==> src/cell_majority_color_label_assert.svh <==
// Assertion macros shared by the cell majority labeller RTL.
// Needs nothing but a clock and an active-low reset at the point of use.
`ifndef CELL_MAJORITY_COLOR_LABEL_ASSERT_SVH
`define CELL_MAJORITY_COLOR_LABEL_ASSERT_SVH

// same-cycle implication
`define CMCL_ASSERT_NOW(label, clk, rst_n, ante, cons) \
	label: assert property (@(posedge clk) disable iff (!rst_n) (ante) |-> (cons)) \
		else $error("cmcl: same-cycle check failed");

// next-cycle implication
`define CMCL_ASSERT_NEXT(label, clk, rst_n, ante, cons) \
	label: assert property (@(posedge clk) disable iff (!rst_n) (ante) |=> (cons)) \
		else $error("cmcl: next-cycle check failed");

`endif

==> src/cmcl_pkg.sv <==
// Shared types and constants for the cell majority labeller.
// No dependencies.
package cmcl_pkg;

	localparam int COLOR_W   = 24;
	localparam int SIZE_W    = 7;
	localparam int LCNT_W    = 3;
	localparam int LABEL_W   = 3;
	localparam int CFG_IDX_W = 3;
	localparam int NUM_COLOR_REGS = 6;

	localparam int DEF_MAX_LABELS    = 6;
	localparam int DEF_MAX_CELL_SIZE = 64;
	localparam int RST_CELL_SIZE     = 8;

	typedef logic [COLOR_W-1:0] color_t;

	typedef enum logic [CFG_IDX_W-1:0] {
		REG_CELL_SIZE   = 3'd0,
		REG_LABEL_COUNT = 3'd1,
		REG_COLOR_0     = 3'd2,
		REG_COLOR_1     = 3'd3,
		REG_COLOR_2     = 3'd4,
		REG_COLOR_3     = 3'd5,
		REG_COLOR_4     = 3'd6,
		REG_COLOR_5     = 3'd7
	} cfg_reg_t;

	// outcome of one pixel in the counting stage
	typedef struct packed {
		logic               done;
		logic               labeled;
		logic [LABEL_W-1:0] label;
	} cell_result_t;

endpackage

==> src/cell_majority_color_label.sv <==
// A cell's last pixel enters the input register; its result then loads out_valid_q.
// Throughput: one pixel per cycle while in_stall is low; counting is done in cmcl_count.
// A cell result waiting under out_stall holds back only the pixel that ends the next cell.
// Reset clears counters and both valid flags; config returns to cell_size 8, label_count 0,
// and all colors 0. Config is taken every cycle (cfg_ready is tied high).
// Depends on cmcl_pkg, cmcl_count and cell_majority_color_label_assert.svh.
`include "cell_majority_color_label_assert.svh"

module cell_majority_color_label #(
	parameter int MAX_LABELS    = cmcl_pkg::DEF_MAX_LABELS,
	parameter int MAX_CELL_SIZE = cmcl_pkg::DEF_MAX_CELL_SIZE
) (
	input  logic                            clk,
	input  logic                            arst_n,
	input  logic                            cfg_valid,
	output logic                            cfg_ready,
	input  logic [cmcl_pkg::CFG_IDX_W-1:0]  cfg_index,
	input  logic [cmcl_pkg::COLOR_W-1:0]    cfg_data,
	input  logic                            in_valid,
	output logic                            in_stall,
	input  logic [cmcl_pkg::COLOR_W-1:0]    pixel_rgb,
	output logic                            out_valid,
	input  logic                            out_stall,
	output logic                            cell_labeled,
	output logic [cmcl_pkg::LABEL_W-1:0]    cell_label
);
	import cmcl_pkg::*;

	localparam int MAX_AREA  = MAX_CELL_SIZE * MAX_CELL_SIZE;
	localparam int CNT_W     = $clog2(MAX_AREA + 1);
	localparam int RST_SIZE  = (RST_CELL_SIZE > MAX_CELL_SIZE) ? MAX_CELL_SIZE : RST_CELL_SIZE;
	localparam int RST_AREA  = RST_SIZE * RST_SIZE;

	logic [CNT_W-1:0]  area_q;
	logic [LCNT_W-1:0] n_used_q;
	color_t            color_q [MAX_LABELS];

	logic [SIZE_W-1:0]   size_eff;
	logic [2*SIZE_W-1:0] size_sq;
	logic [LCNT_W-1:0]   n_eff;
	logic [CFG_IDX_W-1:0] color_idx;
	logic                cfg_we;

	logic   s1_valid_q;
	color_t pixel_s1;
	logic   s1_go;
	logic   accept;
	cell_result_t res;

	logic               out_valid_q;
	logic               labeled_q;
	logic [LABEL_W-1:0] label_q;

	// ---------------- configuration ----------------
	assign cfg_ready = 1'b1;
	assign cfg_we    = cfg_valid && cfg_ready;
	assign color_idx = cfg_index - CFG_IDX_W'(REG_COLOR_0);

	always_comb begin
		size_eff = cfg_data[SIZE_W-1:0];
		if (size_eff == '0)
			size_eff = SIZE_W'(1);
		else if (size_eff > SIZE_W'(MAX_CELL_SIZE))
			size_eff = SIZE_W'(MAX_CELL_SIZE);
		size_sq = (2*SIZE_W)'(size_eff) * (2*SIZE_W)'(size_eff);
		n_eff = cfg_data[LCNT_W-1:0];
		if (n_eff > LCNT_W'(MAX_LABELS))
			n_eff = LCNT_W'(MAX_LABELS);
	end

	always_ff @(posedge clk or negedge arst_n) begin
		if (!arst_n) begin
			area_q   <= CNT_W'(RST_AREA);
			n_used_q <= '0;
			for (int i = 0; i < MAX_LABELS; i++)
				color_q[i] <= '0;
		end else if (cfg_we) begin
			case (cfg_index)
				REG_CELL_SIZE:   area_q   <= size_sq[CNT_W-1:0];
				REG_LABEL_COUNT: n_used_q <= n_eff;
				default: begin
					// colors beyond MAX_LABELS are never compared, so not stored
					for (int i = 0; i < MAX_LABELS; i++)
						if (color_idx == CFG_IDX_W'(i))
							color_q[i] <= cfg_data;
				end
			endcase
		end
	end

	// ---------------- input register ----------------
	// a pixel that ends a cell waits while the result register is full and stalled
	assign s1_go    = s1_valid_q && (!res.done || !out_valid_q || !out_stall);
	assign in_stall = s1_valid_q && !s1_go;
	assign accept   = in_valid && !in_stall;

	always_ff @(posedge clk or negedge arst_n) begin
		if (!arst_n)
			s1_valid_q <= 1'b0;
		else if (accept)
			s1_valid_q <= 1'b1;
		else if (s1_go)
			s1_valid_q <= 1'b0;
	end

	always_ff @(posedge clk) begin
		if (accept)
			pixel_s1 <= pixel_rgb;
	end

	cmcl_count #(
		.MAX_LABELS (MAX_LABELS),
		.CNT_W      (CNT_W)
	) u_count (
		.clk    (clk),
		.arst_n (arst_n),
		.fire   (s1_go),
		.pixel  (pixel_s1),
		.colors (color_q),
		.n_used (n_used_q),
		.area   (area_q),
		.res    (res)
	);

	// ---------------- result register ----------------
	always_ff @(posedge clk or negedge arst_n) begin
		if (!arst_n)
			out_valid_q <= 1'b0;
		else if (s1_go && res.done)
			out_valid_q <= 1'b1;
		else if (!out_stall)
			out_valid_q <= 1'b0;
	end

	always_ff @(posedge clk) begin
		if (s1_go && res.done) begin
			labeled_q <= res.labeled;
			label_q   <= res.label;
		end
	end

	assign out_valid    = out_valid_q;
	assign cell_labeled = labeled_q;
	assign cell_label   = label_q;

	// ---------------- checks ----------------
	`CMCL_ASSERT_NOW(a_unlabeled_zero, clk, arst_n, out_valid_q && !labeled_q, label_q == '0)
	`CMCL_ASSERT_NOW(a_label_range, clk, arst_n, out_valid_q, label_q < LABEL_W'(MAX_LABELS))
	`CMCL_ASSERT_NOW(a_free_out_no_stall, clk, arst_n, !out_valid_q, !in_stall)
	`CMCL_ASSERT_NEXT(a_done_loads_out, clk, arst_n, s1_go && res.done, out_valid_q)

endmodule

==> src/cmcl_count.sv <==
// Color match, per-label counters and majority decision for one pixel.
// Depends on cmcl_pkg.
module cmcl_count #(
	parameter int MAX_LABELS = cmcl_pkg::DEF_MAX_LABELS,
	parameter int CNT_W      = 13
) (
	input  logic                       clk,
	input  logic                       arst_n,
	input  logic                       fire,
	input  cmcl_pkg::color_t           pixel,
	input  cmcl_pkg::color_t           colors [MAX_LABELS],
	input  logic [cmcl_pkg::LCNT_W-1:0] n_used,
	input  logic [CNT_W-1:0]           area,
	output cmcl_pkg::cell_result_t     res
);
	import cmcl_pkg::*;

	logic [CNT_W-1:0] cnt_q  [MAX_LABELS];
	logic [CNT_W-1:0] cnt_nx [MAX_LABELS];
	logic [CNT_W-1:0] seen_q;
	logic [CNT_W-1:0] seen_nx;
	logic [MAX_LABELS-1:0] first;

	// lowest matching entry wins
	always_comb begin
		logic taken;
		taken = 1'b0;
		for (int i = 0; i < MAX_LABELS; i++) begin
			first[i] = 1'b0;
			if (!taken && (LCNT_W'(i) < n_used) && (pixel == colors[i])) begin
				first[i] = 1'b1;
				taken = 1'b1;
			end
		end
	end

	assign seen_nx = seen_q + CNT_W'(1);

	always_comb begin
		for (int i = 0; i < MAX_LABELS; i++)
			cnt_nx[i] = cnt_q[i] + CNT_W'(first[i]);
	end

	// highest index over half the area wins, as the counts may exceed it after a resize
	always_comb begin
		res.done    = (seen_nx >= area);
		res.labeled = 1'b0;
		res.label   = '0;
		for (int i = 0; i < MAX_LABELS; i++) begin
			if ((LCNT_W'(i) < n_used) && ({cnt_nx[i], 1'b0} > {1'b0, area})) begin
				res.labeled = 1'b1;
				res.label   = LABEL_W'(i);
			end
		end
	end

	always_ff @(posedge clk or negedge arst_n) begin
		if (!arst_n) begin
			seen_q <= '0;
			for (int i = 0; i < MAX_LABELS; i++)
				cnt_q[i] <= '0;
		end else if (fire) begin
			if (res.done) begin
				seen_q <= '0;
				for (int i = 0; i < MAX_LABELS; i++)
					cnt_q[i] <= '0;
			end else begin
				seen_q <= seen_nx;
				for (int i = 0; i < MAX_LABELS; i++)
					cnt_q[i] <= cnt_nx[i];
			end
		end
	end

endmodule
==> config.mk <==
export PLATFORM = sky130hd
export DESIGN_NAME = cell_majority_color_label
export DESIGN_NICKNAME = d
export VERILOG_FILES = /design/src/cmcl_pkg.sv /design/src/cell_majority_color_label.sv /design/src/cmcl_count.sv
export VERILOG_INCLUDE_DIRS = /design/src /design/src/src
export SDC_FILE = /design/constraint.sdc
export NUM_CORES = 1
export LEC_CHECK = 0
export ABC_CLOCK_PERIOD_IN_PS = 12400
export BUFFER_PORTS_ARGS = -buffer_cell sky130_fd_sc_hd__buf_2
export CAP_MARGIN = 25
export CORE_MARGIN = 1
export CORE_UTILIZATION = 35
export DETAILED_ROUTE_END_ITERATION = 7
export PLACE_DENSITY = 0.52
export SKIP_CTS_REPAIR_TIMING = 1
export SYNTH_ARGS = -nofsm -noshare
export SYNTH_HDL_FRONTEND = slang
export SYNTH_SLANG_ARGS = --single-unit
==> constraint.sdc <==
create_clock -name clk -period 12.4 [get_ports clk]
set_input_delay 2.48 -clock clk [delete_from_list [all_inputs] [get_ports clk]]
set_output_delay 2.48 -clock clk [all_outputs]
set_load 0.01 [all_outputs]
==> results of run 1 <==
[final cells by class]
class | count | area, µm²
multi-input cells | 1209 | 9490
clock inverters | 14 | 114
inverters | 45 | 169
flip-flops and latches | 280 | 7150
clock buffers | 48 | 985
well taps | 656 | 821
fillers | 4738 | 29000
repair buffers | 75 | 433
[per-stage QoR]
step | setup slack, ps | std cells
detailed placement | 5590 | 2265
finish | 6090 | 2327
CTS | 6070 | 2327
floorplan | 6100 | 1636
global route | 5780 | 2327
global placement | 5700 | 2265
[worst min-delay path, cell delays in order (launching register included)]
cell,delay [ps]
dfrtp_1,340
nand2_1,40
o21ai_0,60
[power by group through the flow]
stage / Sequential (mW) / Clock [mW] / Combinational [mW]
after floorplan: 1.29 / 0 / 0.896
after global placement: 1.37 / 0 / 1.15
after detailed placement: 1.37 / 0 / 1.18
after CTS: 1.36 / 1.02 / 1.18
after global routing: 1.39 / 1.05 / 1.31
final: 1.36 / 0.986 / 1.17
[cell usage after synthesis, types with 5 or more instances]
| cell type | n | area (µm²) |
|---|---|---|
| a211oi_1 | 6 | 45.0 |
| a21o_1 | 24 | 180 |
| a21oi_1 | 34 | 170 |
| a22o_1 | 11 | 96.3 |
| and2_1 | 6 | 37.5 |
| and3_1 | 32 | 200 |
| buf_2 | 41 | 205 |
| buf_4 | 6 | 45.0 |
| clkbuf_1 | 50 | 188 |
| dfrtp_1 | 251 | 6280 |
| edfxtp_1 | 28 | 841 |
| fa_1 | 15 | 300 |
| ha_1 | 113 | 1410 |
| inv_1 | 45 | 169 |
| mux2_2 | 145 | 1630 |
| mux2i_1 | 26 | 260 |
| nand2_1 | 106 | 398 |
| nand2b_1 | 7 | 43.8 |
| nand3_1 | 164 | 821 |
| nand4_1 | 29 | 181 |
| nor2_1 | 47 | 176 |
| nor2b_1 | 24 | 150 |
| nor3_1 | 20 | 100 |
| nor3b_1 | 9 | 67.6 |
| nor4_1 | 22 | 138 |
| o211ai_1 | 6 | 45.0 |
| o21ai_0 | 34 | 170 |
| o2bb2ai_1 | 26 | 228 |
| o31ai_1 | 5 | 37.5 |
| xnor2_1 | 112 | 981 |
| xor2_1 | 120 | 1050 |
[worst max-delay path by stage]
stage / start / end / slack (ps) / cells past startpoint
after floorplan: cfg_data[6] / area_q[12] / 6100 / 16
after global placement: cfg_data[6] / area_q[12] / 5700 / 16
after detailed placement: cfg_data[6] / area_q[12] / 5590 / 16
after CTS: u_count.seen_q[0] / in_stall / 6070 / 14
after global routing: u_count.seen_q[0] / in_stall / 5780 / 14
final: u_count.seen_q[0] / in_stall / 6090 / 14
[sequential cells by signal (all words and copies together) (netlist names)]
signal,cells
area_q,12
u_count.cnt_q,78
out_valid,1
cell_labeled,1
n_used_q,3
cell_label,3
s1_valid_q,1
color_q,144
pixel_s1,24
u_count.seen_q,13
[cell usage in the layout (no fill, tap or decap), drive strengths merged, types with 11 or more instances in the layout]
cell type  netlist  final
nand2          106    106
nor4            25     25
nor2            47     47
nor3            21     21
nor2b           25     25
clkbuf          51     48
mux2i           26     26
ha             113    113
nand3          165    165
xnor2          112    112
dfrtp          251    251
o21ai           41     41
xor2           120    120
and3            32     32
a21oi           35     35
buf             51     75
edfxtp          28     28
nand4           30     30
fa              15     15
inv             45     47
mux2           145    145
a22o            11     11
a21o            24     24
o2bb2ai         26     26
[layer usage]
layer / routed length (µm) / vias to the layer above / track usage, %
met5: 13 / - / 0
met4: 973 / 2 / 4.97
met3: 1430 / 64 / 2.56
met2: 22100 / 157 / 31.6
met1: 20900 / 5959 / 24.5
li1: - / 5788 / -
[logic make-up (layout without fill, tap and decap cells)]
family / Yosys count / in the layout
buffers and inverters: 147 / 182
DFF: 280 / 280
xor gates and xnor gates: 232 / 232
other: 2 / 8
AOI/OAI and AO/OA: 178 / 178
adders and majority gates: 128 / 128
muxes: 171 / 171
and+or+nand+nor: 492 / 492
==> results.ini, run 1 <==
[global_route]
grt_use_total_pct = 18.5
grt_pass1_wl_um = 71700
grt_antenna_before_repair = 1
grt-ovfl-total = 0
grt_pass1_vias = 12200
grt_start_max_net_pins = 171

[floorplanning]
fp-row-count = 80
coreArea_um2 = 48100
die_w_um = 224
io_pins = 63
die_area_um2 = 50100
die_h_um = 224
start_util_pct = 35.8

[synth]
synth_top_family_by_area = simple AND/OR/NAND/NOR gates
synth-seq-cells = 280
synthFlopType = dfrtp_1
synth_compound_area_share_pct = 7.23
ys_types = 71
ys_warn_count = 0
muxShareOfSynthArea_pct = 11.0
synthArstFlopShare_pct = 90.0
synth-edff-count = 28
syn-mean-instance-area_um2 = 10.6
netlist_instances = 1630
synth-xor-area-share_pct = 11.8
ys_seq_area_share_pct = 41.5
synth_fa_ha_area_share_pct = 9.94
synth-simple-area-share_pct = 14.8
syn-cell-area_um2 = 17200

[setup_path]
crit_chain = ha_1 -> nand3_1 -> nor2_1 -> and3_1 -> and3_1 -> xor2_1 -> ha_1 -> nand3_1 -> nor4_1 -> a211oi_1 -> o21ai_2 -> nand4_1 -> inv_1 -> buf_2
cp-start-kind = flip-flop
path_class = flip-flop to output pin
crit_arrival_ps = 3830
crit_path_end_kind = output pin
reg2reg_to = cell_labeled
rr_startpoint = pixel_s1[14]
path_delay_family = simple AND/OR/NAND/NOR gates
critPathSlowestCell = dfrtp_1
r2r_cells = 19
critPathMaxFanout = 6
cpPeakStageDelay_ps = 450
crit_buf_inv = 2
crit_required_ps = 9920
rrSetupSlack_ps = 6620

[sta]
tightest_slew_ps = 1100
final-hold-violation-count = 0
hold_ws_ps = 476
rsz0062_at_grt = no
finClkSkew_ps = 27.2
period_needed_ps = 6310
period_share_pct = 50.9
max_freq_mhz = 158
relSlewSlack_pct = 26.4
finalSetupViolCount = 0
drv_slew = 0
tns_ps = 0

[cts]
cts_root_buf = clkbuf_16
clockBufferDepth = 3
cts_tree = yes
cts.clk_slew.worst_paths_ps = 50
cts_made_buffers = 35
cts_sinks = 280
clk_latency_ps = 540
clock_tree.htree_level_count = 2

[route]
viasPerCell = 5.14
drc = 0
wl_per_cell_um = 19.5
first_pass_iters = 5
routed_wl_um = 45400
drt_iter0_markers = 620
vias = 12000
antenna_left = 0

[cells_and_area]
drive_above_1_share_pct = 18.0
fin_area_um2 = 19200
nets = 1830
n_antenna_cell = 0
area_growth_pct = 11.2
fin_util_pct = 39.8

[power]
p_int_mw = 2.22
switchingPower_mw = 1.29
p_leak_nw = 8.57
swShare_pct = 36.8
power_per_cell_area_nw_per_um2 = 183
clock_power_share_pct = 28.1
seq_power_share_pct = 38.7
power_mw = 3.51
ir_drop_mv = 0.118
combPwrFrac_pct = 33.2

[flow_run]
maxCapViolCount = 0

[worst_hold_path]
hp-class = flip-flop to flip-flop
holdPathStages = 2
hp-start = area_q[10]
whs_endpoint = area_q[10]

[placement]
io_buffers = 61
gp_congestion = 0.823
dp_hpwl_um = 30900
placed_cell_area_um2 = 18100

[status]
status = finished clean

No activity file was read; power rests on OpenSTA's default activity.
==> inputs of run 2 (changes only) <==
--- a/config.mk
+++ b/config.mk
@@ -6,13 +6,14 @@
 export SDC_FILE = /design/constraint.sdc
 export NUM_CORES = 1
 export LEC_CHECK = 0
-export ABC_CLOCK_PERIOD_IN_PS = 12400
+export ABC_AREA = 1
+export ABC_CLOCK_PERIOD_IN_PS = 5600
 export BUFFER_PORTS_ARGS = -buffer_cell sky130_fd_sc_hd__buf_2
 export CAP_MARGIN = 25
 export CORE_MARGIN = 1
 export CORE_UTILIZATION = 35
 export DETAILED_ROUTE_END_ITERATION = 7
-export PLACE_DENSITY = 0.52
+export PLACE_DENSITY = 0.54
 export SKIP_CTS_REPAIR_TIMING = 1
 export SYNTH_ARGS = -nofsm -noshare
 export SYNTH_HDL_FRONTEND = slang
==> constraint.sdc (replaced) <==
create_clock -name clk -period 5.6 [get_ports clk]
set_input_delay 1.12 -clock clk [delete_from_list [all_inputs] [get_ports clk]]
set_output_delay 1.12 -clock clk [all_outputs]
set_load 0.01 [all_outputs]
==> run 2 against run 1 <==
  * Count of clock-buffer cells in the layout is 1 higher
  * Setup slack worse by 5400 ps
  * Non-clock buffer count is 2 higher
  * Utilization is 0.10 points lower
  * Critical path depth is 10 higher
  * Final cell count is 18% higher
  * Global-route usage is 1.0 points higher
  * First-iteration DRC count is 54% higher
  * Wire length is 3.6% higher
  * Clock power is 120% higher
==> results.ini, run 2 <==
[sta]
period_needed_ps = 4910
hold_ws_ps = 471
finalSetupViolCount = 0
finClkSkew_ps = 33.3
tightest_slew_ps = 943
tns_ps = 0
final-hold-violation-count = 0
max_freq_mhz = 204
relSlewSlack_pct = 36.7
rsz0062_at_grt = no
drv_slew = 0
period_share_pct = 87.6

[setup_path]
path_delay_family = simple AND/OR/NAND/NOR gates
cp-start-kind = flip-flop
crit_arrival_ps = 5200
rr_startpoint = pixel_s1[5]
critPathSlowestCell = nor4_1
critPathMaxFanout = 6
crit_chain = inv_1 -> o21ai_0 -> nor4_1 -> nand3_1 -> nor3_1 -> ha_1 -> ha_1 -> nand2_1 -> nor2_2 -> nand4_1 -> xor2_1 -> inv_1 -> ha_1 -> nand2_1 -> nor3_1 -> nand4_1 -> nand2_1 -> inv_1 -> nand2_1 -> inv_1 -> nand2_1 -> nand2_1 -> nand2_1 -> nand2_1
crit_path_end_kind = flip-flop
crit_path_frequent_cell = nand2_1
cpPeakStageDelay_ps = 560
crit_required_ps = 5890
crit_buf_inv = 4
reg2reg_to = cell_label[0]
path_class = flip-flop to flip-flop
rrSetupSlack_ps = 690
r2r_cells = 24

[synth]
synth_top_cell_by_area = dfrtp_1
synth_common_cells = nand2_1, dfrtp_1, inv_1, o21ai_0, nor2_1
syn-mean-instance-area_um2 = 8.23
ys_seq_area_share_pct = 42.1
ys_types = 58
synth-edff-count = 28
ys_warn_count = 0
yosys.area.top_type_share_pct = 37.0
synth-seq-cells = 280
netlist_instances = 2065
synthFlopType = dfrtp_1
ys_top_cells_by_area = dfrtp_1, nand2_1, ha_1
syn-cell-area_um2 = 17000
yosys.cell_count.top_type = nand2_1
synthArstFlopShare_pct = 90.0

[power]
seq_power_share_pct = 38.3
power_per_cell_area_nw_per_um2 = 443
p_int_mw = 5.08
swShare_pct = 39.6
switchingPower_mw = 3.34
ir_drop_mv = 0.234
p_leak_nw = 9.54
combPwrFrac_pct = 36.2
clock_power_share_pct = 25.5

[worst_hold_path]
holdPathStages = 2
whs_endpoint = u_count.cnt_q[23]
hp-class = flip-flop to flip-flop
hp-start = u_count.cnt_q[23]

[cts]
cts.clk_slew.worst_paths_ps = 60
cts_made_buffers = 34
cts_tree = yes
clk_latency_ps = 550
cts_root_buf = clkbuf_16
clockBufferDepth = 3
cts_sinks = 280
clock_tree.htree_level_count = 2

[global_route]
grt_pass1_vias = 13300
grt-ovfl-total = 0
grt_start_max_net_pins = 117
grtUsageMet1_pct = 25.5
grt_use_total_pct = 19.6
grt_most_used_layer = met2
grtUsageMet2_pct = 32.9
grt_antenna_before_repair = 0
met3_usage_pct = 2.78
grt_pass1_wl_um = 75300

[placement]
io_buffers = 61
dp_hpwl_um = 34000
gp_congestion = 0.874
placed_cell_area_um2 = 17900

[flow_run]
maxCapViolCount = 0

[floorplanning]
die_h_um = 222
coreArea_um2 = 47800
start_util_pct = 35.5
die_area_um2 = 49400
io_pins = 63
fp-row-count = 80
die_w_um = 222

[route]
drt_iter0_markers = 953
first_pass_iters = 5
antenna_left = 0
vias = 13400
viasPerCell = 4.89
routed_wl_um = 47100
drc = 0
wl_per_cell_um = 17.1

[status]
status = finished clean

[cells_and_area]
largest_register = color_q
layout_common_cells = nand2_1, dfrtp_1, inv_1
drive_above_1_share_pct = 8.34
layout_commonest_cell = nand2_1
fin_area_um2 = 19000
largest_reg_flops = 144
nets = 2297
n_antenna_cell = 0
area_growth_pct = 11.8
top_regs = color_q: 144 flops, u_count.cnt_q: 78 flops, pixel_s1: 24 flops

==> run 2: cell count changes in the layout (fill, tap and decap cells not counted), moves of 30 or more <==
cell / before / now
nand3_1: 164 / 59
mux2_2: 145 / 1
nor2_1: 46 / 143
xnor2_1: 112 / 40
a21oi_1: 34 / 69
inv_1: 45 / 214
and3_1: 32 / 2
o21ai_0: 34 / 158
nand2_1: 105 / 591
==> run 2: layout make-up <==
cell class | count | area (µm²)
clock buffers | 49 | 957
clock inverters | 8 | 95.1
fillers | 4925 | 28800
inverters | 217 | 815
multi-input cells | 1503 | 8680
flip-flops and latches | 280 | 7150
well taps | 615 | 769
repair buffers | 77 | 533
==> run 2: layer usage <==
| metal | up-vias | routed length, µm |
|---|---|---|
| li1 | 6777 | - |
| met5 | - | 0 |
| met4 | 0 | 1550 |
| met2 | 246 | 22200 |
| met1 | 6347 | 21500 |
| met3 | 77 | 1780 |
==> run 2: worst max path at each step <==
stage	cells after the start	slack, ps	endpoint	start
finish	24	690	cell_label[0]	pixel_s1[5]
global route	24	260	cell_label[0]	pixel_s1[5]
CTS	24	680	cell_label[0]	pixel_s1[5]
detailed placement	22	230	area_q[12]	cfg_data[1]
global placement	22	290	area_q[12]	cfg_data[1]
floorplan	21	600	area_q[12]	cfg_data[1]
==> run 2: logic make-up (layout without fill, tap and decap cells) <==
kind of cell,Yosys count,count (layout),share of synthesized area [%]
xor gates and xnor gates,154,154,7.98
and+or+nand+nor,911,911,22.8
AOI/OAI and AO/OA,301,301,9.83
adders and majority gates,128,128,10.1
other,2,8,0.0442
DFF,280,280,42.1
buffers and inverters,288,351,7.12
muxes,1,1,0.0663
==> run 2: metrics by stage <==
stage                     utilization, %  setup WS, ps  instances  power (mW)
after global routing                39.7           260       2749        9.14
after global placement              37.3           289       2688        6.21
after CTS                           39.6           675       2747        8.50
after floorplan                        -           599       2071        5.40
final                               39.7           692       2749        8.42
after detailed placement            37.4           232       2690        6.31
==> run 2: worst min-delay path, stage by stage (launching register included) <==
cell and delay [ps]:
dfrtp_1 340, nand2_1 50, nand2_1 50
==> run 2: power groups by stage <==
stage / clock network (mW) / registers, mW / logic, mW
2_1_floorplan: 0 / 3.10 / 2.31
3_5_place_dp: 0 / 3.25 / 3.06
6_report: 2.14 / 3.22 / 3.05
3_3_place_gp: 0 / 3.23 / 2.98
4_1_cts: 2.20 / 3.22 / 3.08
5_1_grt: 2.29 / 3.32 / 3.53
